[config.mk]
export PLATFORM = sky130hd
export DESIGN_NAME = bounded_deque_with_eviction_top_flat
export DESIGN_NICKNAME = d
export VERILOG_FILES = /design/src/bdq_pkg.sv /design/src/bdq_stream_if.sv /design/src/bounded_deque_with_eviction_top.sv /design/src/flat_wrapper.sv
export SDC_FILE = /design/constraint.sdc
export NUM_CORES = 1
export LEC_CHECK = 0
export ABC_CLOCK_PERIOD_IN_PS = 4300
export BUFFER_PORTS_ARGS = -buffer_cell sky130_fd_sc_hd__buf_4
export CORE_ASPECT_RATIO = 1.4
export CORE_MARGIN = 2
export CORE_UTILIZATION = 45
export DETAILED_ROUTE_END_ITERATION = 8
export SYNTH_ARGS = -nofsm -noshare
export SYNTH_HDL_FRONTEND = slang
export SYNTH_SLANG_ARGS = --single-unit
[constraint.sdc]
create_clock -name clock -period 4.3 [get_ports clock]
set_clock_uncertainty 0.1 [all_clocks]
set_input_delay 1.075 -clock clock [delete_from_list [all_inputs] [get_ports clock]]
set_output_delay 1.075 -clock clock [all_outputs]
set_load 0.01 [all_outputs]
[src/bdq_pkg.sv]
// shared types and constants for the bounded deque with eviction
package bdq_pkg;

   localparam int DEF_MAX_ENTRIES = 16;
   localparam int DEF_DATA_WIDTH  = 32;

   localparam int OP_WIDTH       = 2;
   localparam int VALUE_WIDTH    = 32;
   localparam int POSITION_WIDTH = 4;
   localparam int STATUS_WIDTH   = 2;
   localparam int COUNT_WIDTH    = 5;
   localparam int LIMIT_WIDTH    = 5;

   typedef enum logic [OP_WIDTH-1:0] {
      OP_PUSH_BACK  = 2'd0,
      OP_PUSH_FRONT = 2'd1,
      OP_REMOVE     = 2'd2
   } op_type;

   typedef enum logic [STATUS_WIDTH-1:0] {
      STATUS_OK          = 2'd0,
      STATUS_EVICT_FRONT = 2'd1,
      STATUS_EVICT_BACK  = 2'd2,
      STATUS_BAD_REMOVE  = 2'd3
   } status_type;

   typedef enum logic [2:0] {
      S_IDLE,
      S_EXEC,
      S_EVICT_RD,
      S_REMOVE_RD,
      S_SHIFT,
      S_RESULT
   } state_type;

   typedef struct packed {
      logic [OP_WIDTH-1:0]       op;
      logic [VALUE_WIDTH-1:0]    value;
      logic [POSITION_WIDTH-1:0] position;
   } req_payload_type;

   typedef struct packed {
      logic [VALUE_WIDTH-1:0] removed_value;
      status_type             status;
      logic [COUNT_WIDTH-1:0] entry_count;
   } rsp_payload_type;

endpackage

[src/bdq_stream_if.sv]
// valid/ready channel carrying one payload per transaction
interface bdq_stream_if #(
   parameter type payload_type = logic
) ();
   logic        valid;
   logic        ready;
   payload_type payload;

   modport source (output valid, input ready, output payload);
   modport sink   (input valid, output ready, input payload);
endinterface

[src/bounded_deque_with_eviction_top.sv]
// bounded deque with eviction: circular store in a synchronous ram, pointer and count
// sequence: accept in S_IDLE, decide in S_EXEC, then a push with eviction passes S_EVICT_RD, a remove
//   passes S_REMOVE_RD and S_SHIFT for each later word, before the result is sent from S_RESULT
// throughput: one transaction at a time; the gap-closing shift after a remove moves one
//   word per cycle through the single ram read and write port
// reset: front pointer and count cleared, limit set to MAX_ENTRIES, no transaction pending;
//   the ram content is not cleared and needs no clearing pass
module bounded_deque_with_eviction_top #(
   parameter int MAX_ENTRIES = bdq_pkg::DEF_MAX_ENTRIES,
   parameter int DATA_WIDTH  = bdq_pkg::DEF_DATA_WIDTH
) (
   input  logic                          clock,
   input  logic                          reset,
   bdq_stream_if.sink                    req_bus,
   bdq_stream_if.source                  rsp_bus,
   input  logic                          csr_wr_en,
   input  logic [bdq_pkg::LIMIT_WIDTH-1:0] csr_wr_data
);
   import bdq_pkg::*;

   localparam int AW = (MAX_ENTRIES > 1) ? $clog2(MAX_ENTRIES) : 1;
   localparam int SW = AW + 1;
   localparam int CW = $clog2(MAX_ENTRIES + 1);
   localparam int LW = (CW > LIMIT_WIDTH) ? CW : LIMIT_WIDTH;

   // circular index: base plus offset, wrapped once at the store depth
   function automatic logic [AW-1:0] wrap_add(input logic [AW-1:0] base,
                                              input logic [CW-1:0] off);
      logic [SW-1:0] s;
      s = SW'(base) + SW'(off);
      if (s >= SW'(MAX_ENTRIES)) begin
         s = s - SW'(MAX_ENTRIES);
      end
      return AW'(s);
   endfunction

   logic [DATA_WIDTH-1:0] store_mem [MAX_ENTRIES];
   logic [DATA_WIDTH-1:0] mem_rdata_ff;
   logic                  mem_we;
   logic                  mem_re;
   logic [AW-1:0]         mem_waddr;
   logic [AW-1:0]         mem_raddr;
   logic [DATA_WIDTH-1:0] mem_wdata;

   state_type state_ff, state_in;

   logic [CW-1:0] count_ff, count_in;
   logic [AW-1:0] front_ff, front_in;
   logic [LW-1:0] limit_ff, limit_in;
   logic [CW-1:0] idx_ff, idx_in;

   logic [OP_WIDTH-1:0]       op_ff, op_in;
   logic [DATA_WIDTH-1:0]     word_ff, word_in;
   logic [POSITION_WIDTH-1:0] pos_ff, pos_in;

   logic [DATA_WIDTH-1:0] res_value_ff, res_value_in;
   status_type            res_status_ff, res_status_in;

   logic            rsp_valid_ff, rsp_valid_in;
   rsp_payload_type rsp_payload_ff, rsp_payload_in;

   logic          req_accept;
   logic          rsp_free;
   logic          full;
   logic          remove_ok;
   logic          more_after_rd;
   logic          more_after_shift;
   logic [CW:0]   idx_plus1;
   logic [CW:0]   idx_plus2;
   logic [AW-1:0] slot_count;
   logic [AW-1:0] slot_last;
   logic [AW-1:0] slot_pos;
   logic [AW-1:0] slot_idx;
   logic [AW-1:0] slot_idx1;
   logic [AW-1:0] slot_idx2;
   logic [AW-1:0] front_dec;
   logic [AW-1:0] front_inc;
   logic [LW-1:0] limit_clamp;

   assign req_accept = req_bus.valid && req_bus.ready;
   assign rsp_free   = !rsp_valid_ff || rsp_bus.ready;

   assign full      = LW'(count_ff) >= limit_ff;
   assign remove_ok = LW'(pos_ff) < LW'(count_ff);
   assign idx_plus1 = {1'b0, idx_ff} + (CW+1)'(1);
   assign idx_plus2 = {1'b0, idx_ff} + (CW+1)'(2);
   assign more_after_rd    = idx_plus1 < {1'b0, count_ff};
   assign more_after_shift = idx_plus2 < {1'b0, count_ff};

   assign slot_count = wrap_add(front_ff, count_ff);
   assign slot_last  = wrap_add(front_ff, CW'(count_ff - 1'b1));
   assign slot_pos   = wrap_add(front_ff, CW'(pos_ff));
   assign slot_idx   = wrap_add(front_ff, idx_ff);
   assign slot_idx1  = wrap_add(front_ff, CW'(idx_plus1));
   assign slot_idx2  = wrap_add(front_ff, CW'(idx_plus2));
   assign front_dec  = wrap_add(front_ff, CW'(MAX_ENTRIES - 1));
   assign front_inc  = wrap_add(front_ff, CW'(1));

   // limit write: zero taken as one, above the store depth taken as the depth
   always_comb begin
      limit_clamp = LW'(csr_wr_data);
      if (csr_wr_data == '0) begin
         limit_clamp = LW'(1);
      end else if (int'(csr_wr_data) > MAX_ENTRIES) begin
         limit_clamp = LW'(MAX_ENTRIES);
      end
   end

   always_comb begin
      limit_in = limit_ff;
      if (csr_wr_en && (count_ff == '0)) begin
         limit_in = limit_clamp;
      end
   end

   // next state
   always_comb begin
      state_in = state_ff;
      case (state_ff)
         S_IDLE: begin
            if (req_accept) begin
               state_in = S_EXEC;
            end
         end
         S_EXEC: begin
            case (op_ff)
               OP_PUSH_BACK,
               OP_PUSH_FRONT: state_in = full ? S_EVICT_RD : S_RESULT;
               OP_REMOVE:     state_in = remove_ok ? S_REMOVE_RD : S_RESULT;
               default:       state_in = S_RESULT;
            endcase
         end
         S_EVICT_RD:  state_in = S_RESULT;
         S_REMOVE_RD: state_in = more_after_rd ? S_SHIFT : S_RESULT;
         S_SHIFT:     state_in = more_after_shift ? S_SHIFT : S_RESULT;
         S_RESULT: begin
            if (rsp_free) begin
               state_in = S_IDLE;
            end
         end
         default: state_in = S_IDLE;
      endcase
   end

   // datapath and ram control
   always_comb begin
      req_bus.ready  = 1'b0;
      mem_we         = 1'b0;
      mem_re         = 1'b0;
      mem_waddr      = slot_count;
      mem_raddr      = front_ff;
      mem_wdata      = word_ff;
      count_in       = count_ff;
      front_in       = front_ff;
      idx_in         = idx_ff;
      op_in          = op_ff;
      word_in        = word_ff;
      pos_in         = pos_ff;
      res_value_in   = res_value_ff;
      res_status_in  = res_status_ff;
      rsp_payload_in = rsp_payload_ff;
      rsp_valid_in   = rsp_valid_ff && !rsp_bus.ready;

      case (state_ff)
         S_IDLE: begin
            req_bus.ready = 1'b1;
            if (req_accept) begin
               op_in   = req_bus.payload.op;
               word_in = DATA_WIDTH'(req_bus.payload.value);
               pos_in  = req_bus.payload.position;
            end
         end
         S_EXEC: begin
            res_value_in  = '0;
            res_status_in = STATUS_OK;
            case (op_ff)
               OP_PUSH_BACK: begin
                  if (full) begin
                     mem_re    = 1'b1;
                     mem_raddr = front_ff;
                  end else begin
                     mem_we    = 1'b1;
                     mem_waddr = slot_count;
                     count_in  = CW'(count_ff + 1'b1);
                  end
               end
               OP_PUSH_FRONT: begin
                  if (full) begin
                     mem_re    = 1'b1;
                     mem_raddr = slot_last;
                  end else begin
                     mem_we    = 1'b1;
                     mem_waddr = front_dec;
                     front_in  = front_dec;
                     count_in  = CW'(count_ff + 1'b1);
                  end
               end
               OP_REMOVE: begin
                  if (remove_ok) begin
                     mem_re    = 1'b1;
                     mem_raddr = slot_pos;
                     idx_in    = CW'(pos_ff);
                  end else begin
                     res_status_in = STATUS_BAD_REMOVE;
                  end
               end
               default: res_status_in = STATUS_BAD_REMOVE;
            endcase
         end
         S_EVICT_RD: begin
            // evicted word was read last cycle, so the write is safe even when it lands on the same slot
            res_value_in = mem_rdata_ff;
            mem_we       = 1'b1;
            if (op_ff == OP_PUSH_BACK) begin
               mem_waddr     = slot_count;
               front_in      = front_inc;
               res_status_in = STATUS_EVICT_FRONT;
            end else begin
               mem_waddr     = front_dec;
               front_in      = front_dec;
               res_status_in = STATUS_EVICT_BACK;
            end
         end
         S_REMOVE_RD: begin
            res_value_in = mem_rdata_ff;
            if (more_after_rd) begin
               mem_re    = 1'b1;
               mem_raddr = slot_idx1;
            end else begin
               count_in = CW'(count_ff - 1'b1);
            end
         end
         S_SHIFT: begin
            // write back the word read last cycle one slot closer to the front
            mem_we    = 1'b1;
            mem_waddr = slot_idx;
            mem_wdata = mem_rdata_ff;
            idx_in    = CW'(idx_plus1);
            if (more_after_shift) begin
               mem_re    = 1'b1;
               mem_raddr = slot_idx2;
            end else begin
               count_in = CW'(count_ff - 1'b1);
            end
         end
         S_RESULT: begin
            if (rsp_free) begin
               rsp_valid_in                 = 1'b1;
               rsp_payload_in.removed_value = VALUE_WIDTH'(res_value_ff);
               rsp_payload_in.status        = res_status_ff;
               rsp_payload_in.entry_count   = COUNT_WIDTH'(count_ff);
            end
         end
         default: begin
         end
      endcase
   end

   assign rsp_bus.valid   = rsp_valid_ff;
   assign rsp_bus.payload = rsp_payload_ff;

   always_ff @(posedge clock) begin
      if (mem_we) begin
         store_mem[mem_waddr] <= mem_wdata;
      end
      if (mem_re) begin
         mem_rdata_ff <= store_mem[mem_raddr];
      end
   end

   always_ff @(posedge clock) begin
      if (reset) begin
         state_ff     <= S_IDLE;
         count_ff     <= '0;
         front_ff     <= '0;
         limit_ff     <= LW'(MAX_ENTRIES);
         rsp_valid_ff <= 1'b0;
      end else begin
         state_ff     <= state_in;
         count_ff     <= count_in;
         front_ff     <= front_in;
         limit_ff     <= limit_in;
         rsp_valid_ff <= rsp_valid_in;
      end
   end

   always_ff @(posedge clock) begin
      idx_ff         <= idx_in;
      op_ff          <= op_in;
      word_ff        <= word_in;
      pos_ff         <= pos_in;
      res_value_ff   <= res_value_in;
      res_status_ff  <= res_status_in;
      rsp_payload_ff <= rsp_payload_in;
   end

endmodule

[src/flat_wrapper.sv]
// flat-port wrapper written by rule: the top's interface ports become plain ports
module bounded_deque_with_eviction_top_flat import bdq_pkg::*;
#(
   parameter int MAX_ENTRIES = bdq_pkg::DEF_MAX_ENTRIES,
   parameter int DATA_WIDTH  = bdq_pkg::DEF_DATA_WIDTH
)
  (clock, reset, csr_wr_en, csr_wr_data, req_bus_valid, req_bus_ready, req_bus_payload, rsp_bus_valid, rsp_bus_ready, rsp_bus_payload);
  bdq_stream_if #(.payload_type(req_payload_type)) req_bus_i ();
  bdq_stream_if #(.payload_type(rsp_payload_type)) rsp_bus_i ();
  input  logic clock;
  input  logic reset;
  input  logic csr_wr_en;
  input  logic [bdq_pkg::LIMIT_WIDTH-1:0] csr_wr_data;
  input wire logic [$bits(req_bus_i.valid)-1:0] req_bus_valid;
  output wire logic [$bits(req_bus_i.ready)-1:0] req_bus_ready;
  input wire logic [$bits(req_bus_i.payload)-1:0] req_bus_payload;
  output wire logic [$bits(rsp_bus_i.valid)-1:0] rsp_bus_valid;
  input wire logic [$bits(rsp_bus_i.ready)-1:0] rsp_bus_ready;
  output wire logic [$bits(rsp_bus_i.payload)-1:0] rsp_bus_payload;
  assign req_bus_i.valid = req_bus_valid;
  assign req_bus_ready = req_bus_i.ready;
  assign req_bus_i.payload = req_bus_payload;
  assign rsp_bus_valid = rsp_bus_i.valid;
  assign rsp_bus_i.ready = rsp_bus_ready;
  assign rsp_bus_payload = rsp_bus_i.payload;
  bounded_deque_with_eviction_top #(.MAX_ENTRIES(MAX_ENTRIES), .DATA_WIDTH(DATA_WIDTH)) u_core (.clock(clock), .reset(reset), .req_bus(req_bus_i), .rsp_bus(rsp_bus_i), .csr_wr_en(csr_wr_en), .csr_wr_data(csr_wr_data));
endmodule
==> summary.md <==
| Metric | Value |
|---|---|
| Final Hold Vio Count | `0` |
| Total CTS buffers | `66` |
| I/O Buffers | `88` |
| Total GRT Usage | `23.0%` |
| Slew @ Worst Pin | `1.01 ns` |
| Critical path arrival | `4.25 ns` |
| Drt drc | `0` |
| Commonest non-fill, non-tap cells in the layout | `edfxtp_1 (660), nand2_1 (396), a21oi_1 (286), a22oi_1 (128), buf_4 (127)` |
| Initial antenna violation count | `0` |
| Initial DRC count | `1913` |
| Synth warn | `0` |
| Top Ports | `89` |
| Max Slew Vio Count | `0` |
| H-tree Lvls | `3` |
| Routed WL per cell | `24.4 um` |
| Post-CTS setup buffer count | `0` |
| Gr ovfl total | `0` |
| Hold path depth | `0` |
| Final GP Congestion | `0.952` |
| Die Wd | `214 um` |
| Row cnt | `108` |
| First-pass GRT wire length | `111 mm` |
| Layout area overhead | `15.7%` |
| Kind of critical path | `flop to flop` |
| Reg-to-Reg Start | `u_core.idx_ff[2]` |
| Post-synthesis cell type count | `66` |
| Syn_area_per_cell | `13.6 sq um` |
| Finished Layout Cells | `3024` |
| CP Launch Type | `flop` |
| Hold WC Path Type | `flop to flop` |
| Number of antenna cells inserted | `0` |
| Worst r2r path cells | `16` |
| Synth Instances | `2048` |
| Most common cell after layout, fill and taps aside | `edfxtp_1` |
| Cts hold-fix bufs | `0` |
| Total Power | `17600 uW` |
| Final setup vio count | `0` |
| Largest buffer count on any clock path | `3` |
| CORE AREA | `61600 sq um` |
| CP required | `4.54 ns` |
| Flops & latches, synth | `678` |
| Initial Utilization | `45.2%` |
| Worst flop-to-flop path endpoint | `u_core.mem_rdata_ff[1]` |
| Clock Sinks | `678` |
| Max-Cap Viols | `0` |
| Final Cycle Share | `93.2%` |
| FFs w/ async S/R, synth | `0%` |
| Setup crit end | `u_core.mem_rdata_ff[1]` |
| Dpl cells | `2908` |
| First drt pass iteration count | `7` |
| Die Span Y | `299 um` |
| Peak Freq | `249 MHz` |
| Crit-path max FO | `33` |
| PwrDens | `547 nW/um^2` |
| Hpwl dp | `40.6 mm` |
| Cell Area, Synth | `27900 sq um` |
| RSZ-0062 raised after global routing | `false` |
| Post_cts resized | `0` |
| Setup TNS | `0 ns` |
| Clk pin slew, worst setup/hold paths | `0.07 ns` |
| Die area | `64000 sq um` |
| Vias per inst | `5.85` |
| Synth Flop Type | `edfxtp_1` |
| Post-synth EDFFs | `660` |
| Final wirelength | `73.8 mm` |
| Critical path endpoint category | `flop` |
| Pin count of the biggest net entering global routing | `78` |
| Period minus WS final | `4.01 ns` |
| Status | `complete, no violations` |
| Number of global-route vias before repair | `17968` |
| Antenna viol nets, final | `0` |
| Crit path launch | `u_core.idx_ff[2]` |
| Peak supply drop | `297 uV` |
| Sequential share of the synthesized area | `72.4%` |
| Clock Tree Root | `clkbuf_16` |
| Syn Nets | `2146` |
| Worst slew margin relative to its limit | `31.8%` |
| Cell leakage power | `0.0109 uW` |
| Layout cell share with drive strength beyond 1 | `14.0%` |
| FF-to-FF setup slack | `0.29 ns` |
| Fin Hold WS | `0.320 ns` |
| CTS tree | `built` |
| Nets | `2249` |
| Worst skew pair latency | `0.60 ns` |
| Via Count | `17688` |
[logic make-up after synthesis]
kind of cell / synth area share, %
and+or+nand+nor: 8.69
muxes: 0.148
xor gates and xnor gates: 0.938
DFF: 72.4
buffers and inverters: 3.00
AOI/OAI and AO/OA: 12.4
adders and majority gates: 2.41
[how the worst min path moves through the flow]
stage	from	endpoint
after detailed placement	u_core.res_value_ff[28]	u_core.rsp_bus.payload[35]
after global placement	u_core.res_value_ff[27]	u_core.rsp_bus.payload[34]
final	u_core.res_status_ff[1]	u_core.rsp_bus.payload[6]
after global routing	u_core.res_value_ff[24]	u_core.rsp_bus.payload[31]
after CTS	u_core.res_status_ff[0]	u_core.rsp_bus.payload[5]
after floorplan	u_core.res_value_ff[3]	u_core.rsp_bus.payload[10]
[cell usage after synthesis, drive strengths merged (2+ instances only)]
cell type | instances | area, sq um
a31oi | 7 | 43.8
a221oi | 3 | 26.3
and2 | 37 | 231
dfxtp | 18 | 360
or2 | 3 | 18.8
nand2 | 399 | 1500
xnor2 | 20 | 175
fa | 6 | 120
o32a | 2 | 20.0
a21oi | 289 | 1460
nor3 | 9 | 45.0
o2111ai | 2 | 30.0
and3 | 5 | 36.3
edfxtp | 660 | 19800
o21a | 6 | 45.0
xor2 | 9 | 86.3
a21o | 11 | 82.6
a211o | 2 | 17.5
o21ai | 20 | 104
nor2b | 5 | 31.3
nand2b | 8 | 50.1
a22oi | 128 | 961
buf | 72 | 512
clkbuf | 58 | 219
o31ai | 2 | 15.0
nand3 | 44 | 220
ha | 44 | 551
a22o | 32 | 280
nor2 | 54 | 210
mux2i | 3 | 30.0
nand4 | 4 | 25.0
nor3b | 3 | 22.5
inv | 28 | 105
o211ai | 32 | 240
o22ai | 4 | 25.0
a211oi | 3 | 22.5
[through the flow]
stage | setup slack [ns] | util [%] | instance area [sq um]
5_1_grt | 0.0440 | 52.4 | 32300
2_1_floorplan | 0.0675 | - | 27900
3_3_place_gp | 0.406 | 48.8 | 30100
6_report | 0.292 | 52.4 | 32300
3_5_place_dp | 0.367 | 48.8 | 30100
4_1_cts | 0.308 | 52.4 | 32300
[report_power, final]
part           internal [uW]  switching [uW]  total, uW
combinational           1200            2410       3610
sequential              8010             146       8150
clock                   3400            2480       5880
total                  12600            5040      17600
[sequential cells by signal, summed over array words and instances, names as in the netlist, 4 cells and up]
| name | flops |
|---|---|
| u_core.idx_ff | 5 |
| u_core.res_value_ff | 32 |
| u_core.front_ff | 4 |
| u_core.mem_rdata_ff | 32 |
| u_core.count_ff | 5 |
| u_core.pos_ff | 4 |
| u_core.word_ff | 32 |
| u_core.limit_ff | 5 |
| u_core.store_mem | 512 |
| u_core.rsp_bus.payload | 39 |
[metal layers]
layer | vias up | GRT usage (%) | wire, um
li1 | 7847 | - | -
met1 | 8918 | 29.6 | 29900
met2 | 753 | 38.9 | 36500
met3 | 170 | 3.82 | 4730
met4 | 0 | 9.64 | 2680
met5 | - | 0 | 0
[critical path, stage by stage (launching register included)]
cell,delay (ns)
edfxtp_1,0.46
ha_1,0.29
nand2_1,0.10
xor2_1,0.19
inv_1,0.07
ha_1,0.30
a21o_1,0.20
a21oi_2,0.15
a21oi_1,0.17
o21ai_0,0.44
nand3_4,0.38
buf_12,0.30
buf_4,0.22
nand2_1,0.09
a22oi_1,0.08
nand3_1,0.09
o211ai_1,0.10
[cell type report]
| class | count | area (sq um) |
|---|---|---|
| clock inverters | 38 | 437 |
| inverters | 28 | 105 |
| repair buffers | 165 | 1710 |
| flip-flops and latches | 678 | 20200 |
| clock buffers | 78 | 1740 |
| well taps | 825 | 1030 |
| fillers | 5222 | 29400 |
| multi-input cells | 1212 | 7060 |
Power figures use the tool's default switching activity.
